File: config.mk
export PLATFORM = sky130hd
export DESIGN_NAME = life_row_generation_step
export DESIGN_NICKNAME = d
export VERILOG_FILES = /design/src/hw/rtl/lrgs_pkg.sv /design/src/hw/rtl/lrgs_front.sv /design/src/hw/rtl/lrgs_fifo.sv /design/src/hw/rtl/lrgs_back.sv /design/src/hw/rtl/life_row_generation_step.sv
export SDC_FILE = /design/constraint.sdc
export NUM_CORES = 2
export LEC_CHECK = 0
export BUFFER_PORTS_ARGS = -buffer_cell sky130_fd_sc_hd__buf_4
export CAP_MARGIN = 25
export CORE_ASPECT_RATIO = 1.4
export CORE_MARGIN = 2
export CORE_UTILIZATION = 52
export DETAILED_ROUTE_END_ITERATION = 10
export PLACE_DENSITY = 0.71
export SLEW_MARGIN = 20
export SYNTH_ARGS = -nofsm -noshare
export SYNTH_HDL_FRONTEND = slang
export SYNTH_SLANG_ARGS = --single-unit
File: constraint.sdc
create_clock -name aclk -period 6 [get_ports aclk]
set_clock_uncertainty 0.1 [all_clocks]
set_input_delay 0.6 -clock aclk [delete_from_list [all_inputs] [get_ports aclk]]
set_output_delay 0.6 -clock aclk [all_outputs]
set_load 0.02 [all_outputs]
File: src/hw/rtl/lrgs_pkg.sv
// ----------------------------------------------------------------------------
// lrgs_pkg
// Shared types, constants and the per-column Life rule for the row stepper.
// ----------------------------------------------------------------------------
package lrgs_pkg;

    localparam int ROW_W      = 64;   // width of a row on the stream
    localparam int COLS       = 64;   // live columns, 3..64
    localparam int FIFO_DEPTH = 4;
    localparam int FIFO_AW    = $clog2(FIFO_DEPTH);
    localparam int NBR_W      = 4;    // neighbor count 0..8

    localparam logic [ROW_W-1:0] COL_MASK = {ROW_W{1'b1}} >> (ROW_W - COLS);

    localparam logic [NBR_W-1:0] BIRTH_CNT   = NBR_W'(3);
    localparam logic [NBR_W-1:0] SURVIVE_CNT = NBR_W'(2);

    // One queued row: the window around it plus frame position.
    typedef struct packed {
        logic [ROW_W-1:0] upper;
        logic [ROW_W-1:0] middle;
        logic [ROW_W-1:0] row;
        logic             have_prev;  // a row above 'row' is still owed
        logic             last;
    } lrgs_job_t;

    // Next generation of 'here', all columns in parallel. Rows are masked.
    function automatic logic [ROW_W-1:0] next_gen(
        input logic [ROW_W-1:0] above,
        input logic [ROW_W-1:0] here,
        input logic [ROW_W-1:0] below
    );
        logic [ROW_W+1:0] a;
        logic [ROW_W+1:0] h;
        logic [ROW_W+1:0] b;
        logic [NBR_W-1:0] n;
        logic [ROW_W-1:0] res;
        a   = {1'b0, above, 1'b0};
        h   = {1'b0, here,  1'b0};
        b   = {1'b0, below, 1'b0};
        res = '0;
        for (int c = 0; c < ROW_W; c++) begin
            n = NBR_W'(a[c]) + NBR_W'(a[c+1]) + NBR_W'(a[c+2])
              + NBR_W'(h[c]) + NBR_W'(h[c+2])
              + NBR_W'(b[c]) + NBR_W'(b[c+1]) + NBR_W'(b[c+2]);
            res[c] = (n == BIRTH_CNT) || (h[c+1] && (n == SURVIVE_CNT));
        end
        return res & COL_MASK;
    endfunction

endpackage

File: src/hw/rtl/lrgs_front.sv
// ----------------------------------------------------------------------------
// lrgs_front
// Takes rows, keeps the two rows above, queues one window per row.
// ----------------------------------------------------------------------------
module lrgs_front import lrgs_pkg::*; (
    input  logic             aclk,
    input  logic             aresetn,
    input  logic             s_tvalid,
    output logic             s_tready,
    input  logic [ROW_W-1:0] s_tdata,   // [63:0] row_cells
    input  logic             s_tlast,   // last_row
    input  logic             q_full,
    output logic             q_push,
    output lrgs_job_t        q_data
);

    logic [ROW_W-1:0] upper_reg,  upper_next;
    logic [ROW_W-1:0] middle_reg, middle_next;
    logic [1:0]       seen_reg,   seen_next;
    logic [ROW_W-1:0] row;
    logic             have_prev;

    assign s_tready  = !q_full;
    assign q_push    = s_tvalid && s_tready;
    assign row       = s_tdata & COL_MASK;
    assign have_prev = (seen_reg != 2'd0);

    always_comb begin
        q_data.upper     = upper_reg;
        q_data.middle    = middle_reg;
        q_data.row       = row;
        q_data.have_prev = have_prev;
        q_data.last      = s_tlast;
    end

    always_comb begin
        upper_next  = upper_reg;
        middle_next = middle_reg;
        seen_next   = seen_reg;
        if (q_push) begin
            if (s_tlast) begin
                // frame closes, back to the empty window
                upper_next  = '0;
                middle_next = '0;
                seen_next   = 2'd0;
            end else begin
                upper_next  = have_prev ? middle_reg : '0;
                middle_next = row;
                seen_next   = (seen_reg == 2'd2) ? seen_reg : seen_reg + 2'd1;
            end
        end
    end

    always_ff @(posedge aclk) begin
        if (!aresetn) begin
            upper_reg  <= '0;
            middle_reg <= '0;
            seen_reg   <= 2'd0;
        end else begin
            upper_reg  <= upper_next;
            middle_reg <= middle_next;
            seen_reg   <= seen_next;
        end
    end

endmodule

File: src/hw/rtl/lrgs_fifo.sv
// ----------------------------------------------------------------------------
// lrgs_fifo
// Short queue of row windows between front and back.
// ----------------------------------------------------------------------------
module lrgs_fifo import lrgs_pkg::*; (
    input  logic      aclk,
    input  logic      aresetn,
    input  logic      push,
    input  lrgs_job_t push_data,
    output logic      full,
    input  logic      pop,
    output logic      head_valid,
    output lrgs_job_t head_data
);

    lrgs_job_t          mem_reg [FIFO_DEPTH];
    logic [FIFO_AW-1:0] wr_ptr_reg, wr_ptr_next;
    logic [FIFO_AW-1:0] rd_ptr_reg, rd_ptr_next;
    logic [FIFO_AW:0]   count_reg,  count_next;
    logic               do_pop;

    assign full       = (count_reg == (FIFO_AW+1)'(FIFO_DEPTH));
    assign head_valid = (count_reg != '0);
    assign head_data  = mem_reg[rd_ptr_reg];
    assign do_pop     = pop && head_valid;

    always_comb begin
        wr_ptr_next = push   ? wr_ptr_reg + 1'b1 : wr_ptr_reg;
        rd_ptr_next = do_pop ? rd_ptr_reg + 1'b1 : rd_ptr_reg;
        count_next  = count_reg;
        if (push && !do_pop) begin
            count_next = count_reg + 1'b1;
        end else if (!push && do_pop) begin
            count_next = count_reg - 1'b1;
        end
    end

    always_ff @(posedge aclk) begin
        if (push) begin
            mem_reg[wr_ptr_reg] <= push_data;
        end
    end

    always_ff @(posedge aclk) begin
        if (!aresetn) begin
            wr_ptr_reg <= '0;
            rd_ptr_reg <= '0;
            count_reg  <= '0;
        end else begin
            wr_ptr_reg <= wr_ptr_next;
            rd_ptr_reg <= rd_ptr_next;
            count_reg  <= count_next;
        end
    end

endmodule

File: src/hw/rtl/lrgs_back.sv
// ----------------------------------------------------------------------------
// lrgs_back
// Expands each queued window into zero, one or two result rows.
// ----------------------------------------------------------------------------
module lrgs_back import lrgs_pkg::*; (
    input  logic             aclk,
    input  logic             aresetn,
    input  logic             head_valid,
    input  lrgs_job_t        head_data,
    output logic             pop,
    output logic             m_tvalid,
    input  logic             m_tready,
    output logic [ROW_W-1:0] m_tdata,   // [63:0] next_row_cells
    output logic             m_tlast    // frame_done
);

    logic             phase_reg, phase_next;   // 1: row above already sent
    logic             valid_reg, valid_next;
    logic [ROW_W-1:0] data_reg,  data_next;
    logic             last_reg,  last_next;

    logic             job_upper;   // result for the row above
    logic             job_valid;
    logic             out_free;
    logic             advance;
    logic [ROW_W-1:0] w_above, w_here, w_below;

    assign job_upper = head_data.have_prev && !phase_reg;
    assign job_valid = job_upper || head_data.last;
    assign out_free  = !valid_reg || m_tready;
    // windows that produce nothing drain without waiting on the output
    assign advance   = head_valid && (out_free || !job_valid);
    assign pop       = advance && !(job_upper && head_data.last);

    always_comb begin
        if (job_upper) begin
            w_above = head_data.upper;
            w_here  = head_data.middle;
            w_below = head_data.row;
        end else begin
            w_above = head_data.have_prev ? head_data.middle : '0;
            w_here  = head_data.row;
            w_below = '0;
        end
    end

    always_comb begin
        phase_next = phase_reg;
        valid_next = valid_reg;
        data_next  = data_reg;
        last_next  = last_reg;
        if (advance) begin
            phase_next = job_upper && head_data.last;
        end
        if (out_free) begin
            valid_next = head_valid && job_valid;
            data_next  = next_gen(w_above, w_here, w_below);
            last_next  = !job_upper;
        end
    end

    always_ff @(posedge aclk) begin
        if (!aresetn) begin
            phase_reg <= 1'b0;
            valid_reg <= 1'b0;
        end else begin
            phase_reg <= phase_next;
            valid_reg <= valid_next;
        end
    end

    always_ff @(posedge aclk) begin
        data_reg <= data_next;
        last_reg <= last_next;
    end

    assign m_tvalid = valid_reg;
    assign m_tdata  = data_reg;
    assign m_tlast  = last_reg;

endmodule

File: src/hw/rtl/life_row_generation_step.sv
// ----------------------------------------------------------------------------
// life_row_generation_step
// One generation of Life (B3/S23) over a grid streamed in row by row.
// ----------------------------------------------------------------------------
// Usage:
//   s_ channel: one grid row per beat, top to bottom; tlast marks the bottom
//   row. Bits at and above COLS are ignored, cells off the grid are dead.
//   m_ channel: next-generation rows. Each row after the first releases the
//   row above it; the bottom row also releases its own, with tlast set.
//   A one-row frame gives a single beat with tlast.
// Path: a released result goes through the queue, then the output register.
// Throughput: one row per cycle inside a frame while the queue has room. The
//   bottom row of a frame of N >= 2 rows yields two results and holds the
//   back end until both are out; the four-entry queue hides this for isolated
//   frames, a run of short frames fills it and drops s_tready.
// Reset: window and queue empty, no frame in progress, m_tvalid low.
// Stall: with m_tready low the output register holds; rows are still taken
//   until the queue fills, then s_tready drops.
// ----------------------------------------------------------------------------
module life_row_generation_step import lrgs_pkg::*; (
    input  logic             aclk,
    input  logic             aresetn,
    input  logic             s_tvalid,
    output logic             s_tready,
    input  logic [ROW_W-1:0] s_tdata,   // [63:0] row_cells
    input  logic             s_tlast,   // last_row
    output logic             m_tvalid,
    input  logic             m_tready,
    output logic [ROW_W-1:0] m_tdata,   // [63:0] next_row_cells
    output logic             m_tlast    // frame_done
);

    logic      q_push;
    logic      q_full;
    lrgs_job_t q_in;
    logic      q_pop;
    logic      q_head_valid;
    lrgs_job_t q_head;

    lrgs_front u_front (
        .aclk     (aclk),
        .aresetn  (aresetn),
        .s_tvalid (s_tvalid),
        .s_tready (s_tready),
        .s_tdata  (s_tdata),
        .s_tlast  (s_tlast),
        .q_full   (q_full),
        .q_push   (q_push),
        .q_data   (q_in)
    );

    lrgs_fifo u_fifo (
        .aclk       (aclk),
        .aresetn    (aresetn),
        .push       (q_push),
        .push_data  (q_in),
        .full       (q_full),
        .pop        (q_pop),
        .head_valid (q_head_valid),
        .head_data  (q_head)
    );

    lrgs_back u_back (
        .aclk       (aclk),
        .aresetn    (aresetn),
        .head_valid (q_head_valid),
        .head_data  (q_head),
        .pop        (q_pop),
        .m_tvalid   (m_tvalid),
        .m_tready   (m_tready),
        .m_tdata    (m_tdata),
        .m_tlast    (m_tlast)
    );

endmodule

==> results.cfg <==
[cts]
clock-root-buffer = clkbuf_16
cts_sinks = 982
insertion_delay_ps = 690
path_clk_slew_ps = 70
numCtsBuffers = 89
cts.htree.levels = 3
cts_setup_buffers = 0
cts_tree = done
clockBufferDepth = 3

[route]
wl_per_cell_um = 20.8
dr.pass1.iters = 7
vias_per_cell = 5.58
vias = 27640
routed_wl_um = 103000
drc_errors = 0
drt_iter0_drc = 1579
antenna_left = 0

[power_and_ir_drop]
vdd.ir_drop.worst_mv = 0.341
power.density_nw_per_um2 = 598
p_leak_nw = 21.5

[global_routing]
grt_max_degree = 109
antenna_found_initial = 6
grt_pass1_vias = 29523
grt_pass1_wl_um = 162000
grt-ovfl-total = 0
track_usage_pct = 21.7

[logic_synthesis]
syn_area_um2 = 49400
synthArstFlopShare_pct = 0
synth_edf_count = 841
avgSynthCellArea_um2 = 14.2
syn_inst = 3487
synthTopCellsByArea = edfxtp_1, fa_1, mux4_2, dfxtp_1, ha_1
syn_nets = 4005
ys.flop_type = edfxtp_1
synth_seq_cells = 982
synth_seq_area_share_pct = 56.9
synth_top_area_cell = edfxtp_1
ys_types = 44
yosys.area.top_type_share_pct = 51.2
yosysWarnings = 0

[timing]
hold_viol = 0
whs_ps = 48.8
setup_viol = 0
tightest_slew_ps = 1010
max_slew_margin_pct = 32.6
fmax_ghz = 0.199
rsz0062_at_grt = false
period_minus_slack_ps = 5030
slew_viol_final = 0
finalWorstSetupSlack_ps = 971
finalSetupTns_ps = 0
fin_crit_sh_pct = 83.8

[cells_and_area]
num-nets-final = 4182
drive_gt1_share_pct = 14.2
area_growth_pct = 12.0
final_util_pct = 58.8
largest_register_ff_count = 776
final_cells = 4957

[place]
dpl.cell_count = 4735
place_hpwl_um = 65000
dp_slack_ps = 1040
place.gp.congestion = 0.817
numPortBuffers = 135

[min_path]
holdCritStartpoint = s_tdata[14]
hold_end = u_fifo.mem_reg[0][16]
hp-class = input port to flop
whs_path_depth = 1

[worst_setup_path]
critPathRequiredTime_ps = 6420
end_kind = flop
cp_max_fo = 67
startpoint_type = flop
regToRegEndpoint = u_back.m_tdata[41]
ff2ff_path_depth = 16
path_class = flop to flop
cp.arrival_ps = 5450
rrSetupSlack_ps = 970

[floorplanning]
core_um2 = 94000
fp.dieW_um = 264
die_area_um2 = 97400
die_h_um = 369
std_cell_rows = 133
start_util_pct = 52.5
ioPinCount = 136

[outcome]
status = completed

[run]
drv_cap = 0
-- critical path: stages (launching register included) --
cell and delay, ps:
dfxtp_4 430, buf_12 390, buf_4 440, mux4_2 380, nand2_1 100, a21oi_1 110
ha_1 360, inv_1 50, fa_1 490, fa_1 480, inv_1 80, fa_1 190
inv_1 60, fa_1 380, a2111oi_0 460, a21oi_1 110, a211oi_2 200
-- routing by layer --
layer | global-route usage [%] | share of wire (%) | vias up
met5 | 0 | 0.055 | -
met4 | 7.70 | 3.2 | 8
met3 | 3.14 | 4.6 | 188
met2 | 39.9 | 53 | 646
met1 | 25.8 | 39 | 14108
li1 | - | - | 12690
-- cells by family after synthesis --
family | Yosys count | share of synthesized area, %
AO/OA/AOI/OAI | 403 | 5.55
XOR/XNOR | 4 | 0.0710
adder cells (fa/ha/maj) | 449 | 15.2
buffers and inverters | 798 | 6.25
flip-flops | 982 | 56.9
multiplexers | 263 | 10.3
AND/OR/NAND/NOR | 588 | 5.77
-- cell usage after synthesis (all sizes together), types with 29 or more instances --
| cell type | count |
|---|---|
| a2111oi | 36 |
| a211oi | 37 |
| a21boi | 133 |
| a21oi | 161 |
| and3 | 64 |
| buf | 60 |
| clkbuf | 88 |
| dfxtp | 141 |
| edfxtp | 841 |
| fa | 252 |
| ha | 197 |
| inv | 650 |
| mux2i | 67 |
| mux4 | 194 |
| nand2 | 289 |
| nand2b | 29 |
| nand3 | 92 |
| nand3b | 64 |
| nor2 | 31 |
-- what timing repair did --
| action | 4_1_cts | 5_1_grt |
|---|---|---|
| hold buffers | 53 | 0 |
| resized for setup | 0 | 0 |
| endpoints found under the hold margin | 199 | 0 |
-- worst max-delay path by stage --
stage                               endpoint  slack, ps  cells after the start  start
after floorplan            u_back.m_tdata[4]       1340                     16   flop
after global placement     u_back.m_tdata[8]       1110                     14   flop
after detailed placement   u_back.m_tdata[8]       1040                     14   flop
after CTS                 u_back.m_tdata[41]        990                     16   flop
after global routing      u_back.m_tdata[20]        680                     15   flop
final                     u_back.m_tdata[41]        970                     16   flop
-- layout make-up --
type,count,area [µm²]
Antenna cell,1,2.50
Timing Repair Buffer,234,2040
Tap cell,1215,1520
Multi-Input combinational cell,1707,18200
Clock inverter,38,410
Sequential cell,982,28100
Fill cell,7171,38800
Inverter,650,2450
Clock buffer,130,2510
-- metrics by stage --
step	instance area [µm²]	total power, mW
global placement	51800	26.9
finish	55300	33.1
CTS	55300	33.5
floorplan	49400	23.1
detailed placement	51800	27.7
global route	55300	36.4
-- layout by cell type, fill, tap and decap left out, types with 64 or more instances in the layout --
master / count
nand3b_1: 64
a21boi_0: 133
nand3_1: 92
ha_1: 197
nand2_1: 288
a21oi_1: 161
clkbuf_16: 91
mux2i_1: 67
edfxtp_1: 841
buf_4: 169
mux4_2: 194
dfxtp_1: 138
inv_1: 646
fa_1: 252
-- power by group --
group	leakage [nW]	internal (mW)	total, mW	switching (mW)
clock network	1.43	3.20	5.71	2.51
logic	10.7	7.70	18.2	10.5
registers	9.35	8.81	9.12	0.304
total	21.5	19.7	33.1	13.3
No activity file was read; power rests on OpenSTA's default activity.
